<file path="src/rtl/vfv_pkg.sv">
// ----------------------------------------------------------------------------
// vfv_pkg: shared types and microcode for the voxel face visibility block
// Control word layout, sequencer program, voxel id constants and status codes.
// ----------------------------------------------------------------------------
package vfv_pkg;

    // default chunk geometry
    localparam int CHUNK_WIDTH_DEF  = 16;
    localparam int CHUNK_HEIGHT_DEF = 64;

    // voxel ids with a meaning of their own
    localparam logic [7:0] ID_AIR    = 8'd0;
    localparam logic [7:0] ID_GROUND = 8'd2;
    localparam logic [7:0] ID_WATER  = 8'd10;

    // layers below this one come out of reset as ground
    localparam int GROUND_LAYERS = 23;

    // item kinds carried on s_tuser
    typedef enum logic [1:0] {
        KIND_WRITE = 2'd0,
        KIND_QUERY = 2'd1,
        KIND_CLEAR = 2'd2
    } kind_t;

    // result status codes
    typedef enum logic [1:0] {
        ST_OK      = 2'd0,
        ST_INVALID = 2'd1,
        ST_SAME    = 2'd2
    } status_t;

    // read address selection: the voxel itself or one of its six neighbors
    typedef enum logic [2:0] {
        DIR_NONE = 3'd0,
        DIR_SELF = 3'd1,
        DIR_XP   = 3'd2,
        DIR_YP   = 3'd3,
        DIR_ZP   = 3'd4,
        DIR_XN   = 3'd5,
        DIR_YN   = 3'd6,
        DIR_ZN   = 3'd7
    } dir_t;

    // where the word read in the previous step is captured
    typedef enum logic [2:0] {
        CAP_NONE = 3'd0,
        CAP_SELF = 3'd1,
        CAP_F0   = 3'd2,
        CAP_F1   = 3'd3,
        CAP_F2   = 3'd4,
        CAP_F3   = 3'd5,
        CAP_F4   = 3'd6,
        CAP_F5   = 3'd7
    } cap_t;

    // result produced by a step
    typedef enum logic [2:0] {
        RES_NONE  = 3'd0,
        RES_INV   = 3'd1,
        RES_ZERO  = 3'd2,
        RES_NEW   = 3'd3,
        RES_SAME  = 3'd4,
        RES_QUERY = 3'd5
    } res_t;

    // sequencing of the step counter
    typedef enum logic [1:0] {
        JMP_DISPATCH = 2'd0,
        JMP_NEXT     = 2'd1,
        JMP_GOTO     = 2'd2,
        JMP_SAME     = 2'd3
    } jmp_t;

    typedef logic [3:0] pc_t;

    // program addresses
    localparam pc_t PC_IDLE  = 4'd0;
    localparam pc_t PC_INV   = 4'd1;
    localparam pc_t PC_NOP   = 4'd2;
    localparam pc_t PC_CLR   = 4'd3;
    localparam pc_t PC_W0    = 4'd4;
    localparam pc_t PC_W1    = 4'd5;
    localparam pc_t PC_WNEW  = 4'd6;
    localparam pc_t PC_WSAME = 4'd7;
    localparam pc_t PC_Q0    = 4'd8;
    localparam pc_t PC_Q1    = 4'd9;
    localparam pc_t PC_Q2    = 4'd10;
    localparam pc_t PC_Q3    = 4'd11;
    localparam pc_t PC_Q4    = 4'd12;
    localparam pc_t PC_Q5    = 4'd13;

    typedef struct packed {
        dir_t rd_a;
        dir_t rd_b;
        cap_t cap_a;
        cap_t cap_b;
        logic wr_en;
        logic dirty_set;
        logic dirty_clr;
        res_t res;
        jmp_t jmp;
        pc_t  target;
    } ctrl_t;

    // status seen by the sequencer
    typedef struct packed {
        logic       accept;
        logic [1:0] kind;
        logic       coord_ok;
        logic       same_id;
        logic       out_free;
        logic       init_busy;
    } seq_in_t;

    // control store
    function automatic ctrl_t ucode(input pc_t pc);
        ctrl_t w;
        w.rd_a      = DIR_NONE;
        w.rd_b      = DIR_NONE;
        w.cap_a     = CAP_NONE;
        w.cap_b     = CAP_NONE;
        w.wr_en     = 1'b0;
        w.dirty_set = 1'b0;
        w.dirty_clr = 1'b0;
        w.res       = RES_NONE;
        w.jmp       = JMP_GOTO;
        w.target    = PC_IDLE;
        unique case (pc)
            PC_IDLE:  w.jmp = JMP_DISPATCH;
            PC_INV:   w.res = RES_INV;
            PC_NOP:   w.res = RES_ZERO;
            PC_CLR:
            begin
                w.dirty_clr = 1'b1;
                w.res       = RES_ZERO;
            end
            PC_W0:
            begin
                w.rd_a = DIR_SELF;
                w.jmp  = JMP_NEXT;
            end
            PC_W1:
            begin
                w.jmp    = JMP_SAME;
                w.target = PC_WSAME;
            end
            PC_WNEW:
            begin
                w.wr_en     = 1'b1;
                w.dirty_set = 1'b1;
                w.res       = RES_NEW;
            end
            PC_WSAME: w.res = RES_SAME;
            PC_Q0:
            begin
                w.rd_a = DIR_SELF;
                w.rd_b = DIR_XP;
                w.jmp  = JMP_NEXT;
            end
            PC_Q1:
            begin
                w.rd_a  = DIR_YP;
                w.rd_b  = DIR_ZP;
                w.cap_a = CAP_SELF;
                w.cap_b = CAP_F0;
                w.jmp   = JMP_NEXT;
            end
            PC_Q2:
            begin
                w.rd_a  = DIR_XN;
                w.rd_b  = DIR_YN;
                w.cap_a = CAP_F1;
                w.cap_b = CAP_F2;
                w.jmp   = JMP_NEXT;
            end
            PC_Q3:
            begin
                w.rd_a  = DIR_ZN;
                w.cap_a = CAP_F3;
                w.cap_b = CAP_F4;
                w.jmp   = JMP_NEXT;
            end
            PC_Q4:
            begin
                w.cap_a = CAP_F5;
                w.jmp   = JMP_NEXT;
            end
            PC_Q5:    w.res = RES_QUERY;
            default:  w.jmp = JMP_GOTO;
        endcase
        return w;
    endfunction

    // one-hot face slot written by a capture code
    function automatic logic [5:0] cap_face(input cap_t c);
        logic [5:0] f;
        f = 6'b000000;
        unique case (c)
            CAP_F0:  f = 6'b000001;
            CAP_F1:  f = 6'b000010;
            CAP_F2:  f = 6'b000100;
            CAP_F3:  f = 6'b001000;
            CAP_F4:  f = 6'b010000;
            CAP_F5:  f = 6'b100000;
            default: f = 6'b000000;
        endcase
        return f;
    endfunction

endpackage

</file>
<file path="src/rtl/vfv_seq.sv">
// ----------------------------------------------------------------------------
// vfv_seq: microcode sequencer
// Step counter over the control store, with dispatch on item kind and
// conditional jumps; holds on a result step until the output slot is free.
// ----------------------------------------------------------------------------
module vfv_seq (
    input  logic             clk,
    input  logic             rst_n,
    input  vfv_pkg::seq_in_t st,
    output vfv_pkg::ctrl_t   ctrl,
    output logic             step_go,
    output logic             in_ready
);

    vfv_pkg::pc_t pc_reg;
    vfv_pkg::pc_t pc_next;
    vfv_pkg::pc_t entry;

    // control word of the current step
    assign ctrl = vfv_pkg::ucode(pc_reg);

    // a result step waits for the output register
    assign step_go  = (ctrl.res == vfv_pkg::RES_NONE) || st.out_free;
    assign in_ready = (ctrl.jmp == vfv_pkg::JMP_DISPATCH) && !st.init_busy;

    // program entry for the accepted item
    always_comb
    begin
        priority if (st.kind == vfv_pkg::KIND_CLEAR)
        begin
            entry = vfv_pkg::PC_CLR;
        end
        else if ((st.kind == vfv_pkg::KIND_WRITE || st.kind == vfv_pkg::KIND_QUERY)
                 && !st.coord_ok)
        begin
            entry = vfv_pkg::PC_INV;
        end
        else if (st.kind == vfv_pkg::KIND_WRITE)
        begin
            entry = vfv_pkg::PC_W0;
        end
        else if (st.kind == vfv_pkg::KIND_QUERY)
        begin
            entry = vfv_pkg::PC_Q0;
        end
        else
        begin
            entry = vfv_pkg::PC_NOP;
        end
    end

    // next step
    always_comb
    begin
        pc_next = pc_reg;
        unique case (ctrl.jmp)
            vfv_pkg::JMP_DISPATCH:
            begin
                if (st.accept)
                begin
                    pc_next = entry;
                end
            end
            vfv_pkg::JMP_NEXT:
            begin
                if (step_go)
                begin
                    pc_next = pc_reg + 1'b1;
                end
            end
            vfv_pkg::JMP_GOTO:
            begin
                if (step_go)
                begin
                    pc_next = ctrl.target;
                end
            end
            vfv_pkg::JMP_SAME:
            begin
                pc_next = st.same_id ? ctrl.target : pc_reg + 1'b1;
            end
        endcase
    end

    always_ff @(posedge clk or negedge rst_n)
    begin
        if (!rst_n)
        begin
            pc_reg <= vfv_pkg::PC_IDLE;
        end
        else
        begin
            pc_reg <= pc_next;
        end
    end

endmodule

</file>
<file path="config.mk">
export PLATFORM = sky130hd
export DESIGN_NAME = vfv_seq
export DESIGN_NICKNAME = d
export VERILOG_FILES = /design/src/rtl/vfv_pkg.sv /design/src/rtl/vfv_seq.sv
export SDC_FILE = /design/constraint.sdc
export NUM_CORES = 1
export LEC_CHECK = 0
export BUFFER_PORTS_ARGS = -buffer_cell sky130_fd_sc_hd__buf_4
export CORE_MARGIN = 4
export CORE_UTILIZATION = 45
export DETAILED_ROUTE_END_ITERATION = 6
export PLACE_DENSITY_LB_ADDON = 0.3
export SLEW_MARGIN = 20
export SYNTH_ARGS = -nofsm -noshare
export SYNTH_HDL_FRONTEND = slang
export SYNTH_SLANG_ARGS = --single-unit
</file>
<file path="constraint.sdc">
create_clock -name clk -period 2.6 [get_ports clk]
set_input_delay 0.26 -clock clk [delete_from_list [all_inputs] [get_ports clk]]
set_output_delay 0.26 -clock clk [all_outputs]
set_load 0.02 [all_outputs]
</file>
==> results.cfg, run 1 <==
[drt]
drc_errors = 0
ant_nets = 0
vias_per_cell = 5.44
vias = 751
drtPass1Iterations = 4
route.detailed.wl_per_inst_um = 13.5
drt_iter0_drc = 8
wirelength_mm = 1.86

[critical_path]
crit_buf_inv = 2
crit_end = step_go
crit_type = reg -> out
slowest_delay_ns = 0.56
timing.rr.start = pc_reg[1]
endpoint_kind = primary output
r2r-end = pc_reg[3]
path_cells = inv_1 -> ha_1 -> a21boi_1 -> or4_4 -> buf_4
r2r_cells = 6
critPathSlowestCell = or4_4
path_max_fanout = 12
crit_family = simple AND/OR/NAND/NOR gates
cp.depth = 5
setup.worst_path.start = pc_reg[1]
regToRegSetupSlack_ns = 0.29
arrival_ns = 2.06
worst_ep_required_time_ns = 2.34
startpoint_type = register

[floorplan]
rows = 14
ios = 35
die_h_um = 48.1
start_util_pct = 47.9
core_sq_um = 1510
fp.dieArea_sq_um = 2310
dieWidth_um = 48.1

[place]
pre_cts_ws_ns = 0.315
gp_congestion = 0.782
portBuffers = 31
dp_hpwl_mm = 1.48

[pwr]
vdd_ir_drop_max_mv = 0.686
switching_power_mw = 0.661
p_int_mw = 0.591
comb_power_share_pct = 80.4
p_leak_nw = 0.469
seqPwrFrac_pct = 13.6
power_mw = 1.25
switching_share_pct = 52.8
clockPowerShare_pct = 6.0
powerDensity_nw_per_um2 = 1330

[timing]
fin_skew_ns = 0.00738
final.min_clock_period_ns = 2.32
post-route-period-util_pct = 89.3
setup_viol = 0
final_hold_viol_count = 0
finalSetupTns_ns = 0
rsz0062_at_grt = no
slew_headroom_pct = 60.7
tightest_slew_ns = 0.590
clock.fmax_mhz = 430
finalWorstSetupSlack_ns = 0.277
drv_slew = 0

[clocking]
htreeDepth = 1
cts.path.max_buffers = 2
clock_sinks = 4
insertion_delay_ns = 0.23
clockRootBuffer = clkbuf_4
path_clk_slew_ns = 0.04
numCtsBuffers = 3
cts_tree = done

[grt]
grt_pass1_vias = 659
grt_max_degree = 18
grt_util_all_layers_pct = 17.4
grt_pass1_wl_mm = 2.83
grt_antenna_before_repair = 0
grt_remaining_overflow = 0

[layout]
antenna_cells = 0
final_cell_mix = 31 x buf_4, 19 x nor2_1, 7 x nand2_1
utilization_pct = 62.4
final_common_cell = buf_4
multi_input_area_sq_um = 528
nets = 138
seq_area_sq_um = 100
largest_reg_flops = 4
fill_cells = 147
layout-drive-gt1-share_pct = 36.1
area_growth_syn_to_layout_pct = 30.2

[job]
maxCapViolCount = 0

[synth]
synth_seq_cells = 4
ys_warn_count = 0
async_flop_share_pct = 100
synthCells = 97
yosysSeqAreaShare_pct = 13.9
synth_area_sq_um = 722
synth_edf_count = 0
synthFlopType = dfrtp_1
syn_area_per_cell_sq_um = 7.44
yosysUniqueCellTypes = 38

[min_path]
hold_class = in -> async

[status]
status = finished clean
power groups by stage:
stage,logic [mW],registers (mW),clock network (mW)
2_1_floorplan,0.783,0.123,0
3_3_place_gp,0.989,0.170,0
3_5_place_dp,1.01,0.169,0
4_1_cts,1.01,0.169,0.0779
5_1_grt,1.09,0.177,0.0857
6_report,1.01,0.170,0.0753
Yosys cell counts (all sizes together) (2+ instances only):
master | n | area share, %
ha | 5 | 8.7
a21boi | 3 | 3.1
buf | 10 | 9.4
clkbuf | 2 | 1.0
o2bb2ai | 2 | 2.4
dfrtp | 4 | 14
a21oi | 2 | 1.4
o22ai | 2 | 3.6
mux2 | 4 | 7.8
mux2i | 2 | 2.8
and2 | 3 | 2.6
a311o | 2 | 2.8
nand2 | 7 | 3.6
nor2 | 19 | 9.9
nand2b | 3 | 2.9
nor4 | 2 | 1.7
o21ai | 3 | 2.1
inv | 7 | 3.6
stage by stage:
stage	instances	hold slack (ns)	area [sq um]
global route	138	0.376	940
global placement	134	0.0554	907
finish	138	0.354	940
CTS	138	0.345	940
floorplan	99	-0.0356	729
detailed placement	134	0.0572	907
cell type report:
type	count	share of cell area, %
clock buffers	3	2.40
flip-flops and latches	4	10.7
repair buffers	32	25.8
multi-input cells	76	56.2
well taps	16	2.13
inverters	7	2.80
logic make-up after synthesis:
group	count (synthesis)	synth area share [%]
AO/OA/AOI/OAI	19	21.1
XOR/XNOR	1	1.21
adder cells (fa/ha/maj)	5	8.67
buffers and inverters	19	14.0
flip-flops	4	13.9
multiplexers	6	10.6
other	1	0.519
AND/OR/NAND/NOR	42	30.0
repair_timing:
action                                 in CTS  in global routing
hold buffers                                1                  0
gates resized for setup                     0                  0
setup buffers                               0                  0
endpoints found under the hold margin       4                  0
worst min-delay path by stage:
| stage | start | end | slack (ns) | depth (start not counted) |
|---|---|---|---|---|
| floorplan | rst_n | pc_reg[0] | -0.04 | 0 |
| global placement | rst_n | pc_reg[2] | 0.06 | 1 |
| detailed placement | rst_n | pc_reg[3] | 0.06 | 1 |
| CTS | rst_n | pc_reg[0] | 0.34 | 2 |
| global route | rst_n | pc_reg[0] | 0.38 | 2 |
| finish | rst_n | pc_reg[0] | 0.35 | 2 |
per-layer routing:
layer	track usage, %	vias up	part of all wire (%)
met5	0	-	0
met4	8.06	0	0.43
met3	3.01	2	5.3
met2	28.5	27	51
met1	22.0	346	43
li1	-	376	-
(Power assumes the default switching activity.)
==> run 2, diff against run 1 <==
--- a/config.mk
+++ b/config.mk
@@ -10,6 +10,7 @@
 export CORE_UTILIZATION = 45
 export DETAILED_ROUTE_END_ITERATION = 6
 export PLACE_DENSITY_LB_ADDON = 0.3
+export RECOVER_POWER = 50
 export SLEW_MARGIN = 20
 export SYNTH_ARGS = -nofsm -noshare
 export SYNTH_HDL_FRONTEND = slang
==> run 2 against run 1 <==
Design area fell by 2.8%. First-iteration DRC count rose by 50%. Sequential power barely moved. Flip-flop and latch count did not move.
==> results.cfg, run 2 (synthesis results as in run 1) <==
[status]
status = finished clean

[timing]
drv_slew = 0
hold_slack_ns = 0.374
final.min_clock_period_ns = 2.34
setup_viol = 0
finalWorstSetupSlack_ns = 0.263
fin_skew_ns = 0.00700
final_hold_viol_count = 0
slew_headroom_pct = 61.6
clock.fmax_mhz = 428
finalSetupTns_ns = 0
post-route-period-util_pct = 89.9
rsz0062_at_grt = no
tightest_slew_ns = 0.576

[drt]
vias_per_cell = 5.51
ant_nets = 0
drc_errors = 0
drt_iter0_drc = 12
drtPass1Iterations = 4
vias = 761
route.detailed.wl_per_inst_um = 13.4
wirelength_mm = 1.86

[layout]
nets = 138
largest_reg_flops = 4
final_cell_mix = 24 x buf_4, 19 x nor2_1, 7 x nand2_1, 7 x clkbuf_1, 6 x inv_1
area_growth_syn_to_layout_pct = 26.5
final_common_cell = buf_4
antenna_cells = 0
layout-drive-gt1-share_pct = 29.5
final_cells = 138

[critical_path]
arrival_ns = 2.08
crit_family = simple AND/OR/NAND/NOR gates
crit_type = reg -> out
startpoint_type = register
critPathSlowestCell = or4_4
endpoint_kind = primary output
crit_end = step_go
setup.worst_path.start = pc_reg[1]
r2r_cells = 6
slowest_delay_ns = 0.56
path_max_fanout = 12
cp.depth = 5
path_cells = inv_1 -> ha_1 -> a21boi_1 -> or4_4 -> buf_4
regToRegSetupSlack_ns = 0.28
crit_buf_inv = 2
worst_ep_required_time_ns = 2.34
timing.rr.start = pc_reg[1]
r2r-end = pc_reg[3]

[clocking]
cts_tree = done
insertion_delay_ns = 0.24
clockRootBuffer = clkbuf_4
htreeDepth = 1
numCtsBuffers = 3
path_clk_slew_ns = 0.04
ctsResizeCount = 0
cts.path.max_buffers = 2
clock_sinks = 4

[floorplan]
ios = 35
dieWidth_um = 48.1
start_util_pct = 47.9
rows = 14
core_sq_um = 1510
die_h_um = 48.1
fp.dieArea_sq_um = 2310

[grt]
grt_remaining_overflow = 0
grt_util_all_layers_pct = 17.4
met1_usage_pct = 22.0
grt_antenna_before_repair = 0
grt-busiest-layer = met2
use_met2_pct = 28.5
grt_max_degree = 18
grt_pass1_wl_mm = 2.83
grt_pass1_vias = 659
grt_use_met3_pct = 3.01

[job]
maxCapViolCount = 0

[pwr]
powerDensity_nw_per_um2 = 1360
vdd_ir_drop_max_mv = 0.691
power_mw = 1.24
p_leak_nw = 0.437

[place]
gp_congestion = 0.782
place_inst = 134
portBuffers = 31
pre_cts_ws_ns = 0.315
dp_hpwl_mm = 1.48

[min_path]
hold_class = in -> async
==> run 2: cell types whose count changed in the layout (fill, tap and decap cells not counted) <==
cell / change
a21boi_0: +1
a21boi_1: -1
and2_0: +3
and2_1: -3
buf_4: -7
clkbuf_1: +7
inv_1: +1
inv_2: -1
==> run 2: worst min path at each step <==
stage	slack (ns)	start	cells past startpoint	end
final	0.37	rst_n	2	pc_reg[0]
after CTS	0.34	rst_n	2	pc_reg[0]
after global placement	0.06	rst_n	1	pc_reg[2]
after detailed placement	0.06	rst_n	1	pc_reg[3]
after global routing	0.38	st[4]	3	pc_reg[2]
after floorplan	-0.04	rst_n	0	pc_reg[0]
==> run 2: per-layer routing <==
layer / vias up / wire length [um]
met5: - / 0
met4: 0 / 8
met3: 2 / 97
met2: 30 / 939
met1: 353 / 811
li1: 376 / -
==> run 2: report_power, final <==
| part | total (mW) | internal [mW] | leakage, nW | switching [mW] |
|---|---|---|---|---|
| logic | 0.996 | 0.437 | 0.370 | 0.560 |
| clock network | 0.0756 | 0.0515 | 0.0138 | 0.0241 |
| registers | 0.168 | 0.0896 | 0.0530 | 0.0787 |
==> run 2: area by class of cell <==
type	instances	area, sq um
inverters	7	26.3
flip-flops and latches	4	100
fillers	150	593
well taps	16	20.0
repair buffers	32	216
clock buffers	3	22.5
multi-input cells	76	528
==> run 2: worst reg2reg max path: stages (launching register included) <==
cell      delay [ns]
dfrtp_1         0.43
inv_1           0.11
ha_1            0.43
a21boi_1        0.13
or4_4           0.56
o22ai_4         0.20
mux2_4          0.33
==> run 2: what timing repair did <==
action	4_1_cts	5_1_grt
setup buffers	0	0
hold endpoints to repair	4	0
hold buffers	1	0
==> run 2: per-stage QoR <==
stage               instance area [sq um]  util [%]
floorplan                             729         -
global placement                      907      60.2
detailed placement                    907      60.2
CTS                                   940      62.4
global route                          913      60.6
finish                                913      60.6
==> run 3, diff against run 2 <==
--- a/config.mk
+++ b/config.mk
@@ -7,7 +7,7 @@
 export LEC_CHECK = 0
 export BUFFER_PORTS_ARGS = -buffer_cell sky130_fd_sc_hd__buf_4
 export CORE_MARGIN = 4
-export CORE_UTILIZATION = 45
+export CORE_UTILIZATION = 49
 export DETAILED_ROUTE_END_ITERATION = 6
 export PLACE_DENSITY_LB_ADDON = 0.3
 export RECOVER_POWER = 50
==> constraint.sdc (replaced) <==
create_clock -name clk -period 2.7 [get_ports clk]
set_input_delay 0.27 -clock clk [delete_from_list [all_inputs] [get_ports clk]]
set_output_delay 0.27 -clock clk [all_outputs]
set_load 0.02 [all_outputs]
==> run 3 against run 2 <==
Sequential share of layout area is essentially flat. Sequential power decreased by 9%. Die area decreased by 6.8%. Flip-flop and latch count unchanged. Global-route usage increased by 0.73 points.
==> results.cfg, run 3 (synthesis results as in run 1) <==
[pwr]
powerDensity_nw_per_um2 = 1300
power_mw = 1.19
vdd_ir_drop_max_mv = 0.719
p_leak_nw = 0.439

[drt]
vias_per_cell = 5.41
drt_iter0_drc = 11
drtPass1Iterations = 4
drc_errors = 0
route.detailed.wl_per_inst_um = 13.0
wirelength_mm = 1.79
vias = 746
ant_nets = 0

[clocking]
cts_tree = done
path_clk_slew_ns = 0.04
ctsResizeCount = 0
htreeDepth = 1
clock_sinks = 4
clockRootBuffer = clkbuf_4
cts_hold_buf = 1
cts_setup_buffers = 0
numCtsBuffers = 3
insertion_delay_ns = 0.23
cts.path.max_buffers = 2

[critical_path]
slowest_delay_ns = 0.56
startpoint_type = register
arrival_ns = 2.03
critPathSlowestCell = or4_4
crit_family = simple AND/OR/NAND/NOR gates
path_cells = inv_1 -> ha_1 -> a21boi_1 -> or4_4 -> buf_4
path_max_fanout = 12
endpoint_kind = primary output
crit_type = reg -> out
crit_buf_inv = 2
worst_ep_required_time_ns = 2.43

[grt]
grt_antenna_before_repair = 0
grt_remaining_overflow = 0
grt_pass1_vias = 674
grt_pass1_wl_mm = 2.86
grt_max_degree = 16
grt_util_all_layers_pct = 18.2

[layout]
nets = 139
final_cell_mix = 24 x buf_4, 19 x nor2_1, 8 x clkbuf_1
area_growth_syn_to_layout_pct = 26.9
layout-drive-gt1-share_pct = 29.3
antenna_cells = 0
final_common_cell = buf_4
largest_reg_flops = 4

[timing]
setup_viol = 0
fin_skew_ns = 0.00437
final_hold_viol_count = 0
drv_slew = 0
post-route-period-util_pct = 85.2
final.min_clock_period_ns = 2.30
finalSetupTns_ns = 0
rsz0062_at_grt = no
clock.fmax_mhz = 435

[floorplan]
die_h_um = 46.4
fp.dieArea_sq_um = 2150
rows = 13
dieWidth_um = 46.4
ios = 35
core_sq_um = 1350
start_util_pct = 53.5

[status]
status = finished clean

[place]
dp_hpwl_mm = 1.44
portBuffers = 31
gp_congestion = 0.791

[min_path]
hold_class = in -> async

[job]
maxCapViolCount = 0
==> run 3: report_power, final <==
group	internal (mW)	switching [mW]	leakage, nW
sequential	0.0865	0.0666	0.0530
combinational	0.425	0.538	0.372
clock	0.0496	0.0235	0.0138
total	0.561	0.628	0.439
==> run 3: final timing paths <==
path                           start        end  slack (ns)  depth (start not counted)
max in group asynchronous      rst_n  pc_reg[0]        2.13                          2
hold / removal                 rst_n  pc_reg[1]        0.39                          2
setup reg to reg           pc_reg[1]  pc_reg[0]        0.45                          6
min in group clk               st[4]  pc_reg[2]        0.39                          3
hold reg to reg            pc_reg[0]  pc_reg[0]        0.62                          1
setup / recovery           pc_reg[1]    step_go        0.40                          5
==> run 3: metrics by stage <==
stage	hold WS (ns)	worst slack, ns	utilization [%]	instance area [sq um]	instances
2_1_floorplan	-0.0256	0.758	-	729	99
6_report	0.386	0.399	67.8	916	138
4_1_cts	0.357	0.409	70.1	946	138
3_3_place_gp	0.0657	0.532	67.7	913	134
3_5_place_dp	0.0671	0.477	67.7	913	134
5_1_grt	0.380	0.312	67.8	916	138
==> run 3: worst register-to-register path: stages, from the launching register on <==
cell and delay (ns):
dfrtp_1 0.43, inv_1 0.11, ha_1 0.39, a21boi_1 0.12, or4_4 0.56, o22ai_4 0.19
mux2_4 0.32
==> run 3: layer usage <==
metal	wire length (um)	vias up	GRT usage [%]	share of wire, %
li1	-	377	-	-
met1	808	339	24.2	45
met2	820	28	28.6	46
met3	142	2	3.52	7.9
met4	19	0	6.82	1.1
met5	0	-	0	0
==> run 3: cell type report <==
| type | count | area, sq um |
|---|---|---|
| flip-flops and latches | 4 | 100 |
| repair buffers | 33 | 220 |
| inverters | 7 | 26.3 |
| clock buffers | 3 | 22.5 |
| multi-input cells | 76 | 528 |
| fillers | 127 | 434 |
| well taps | 15 | 18.8 |
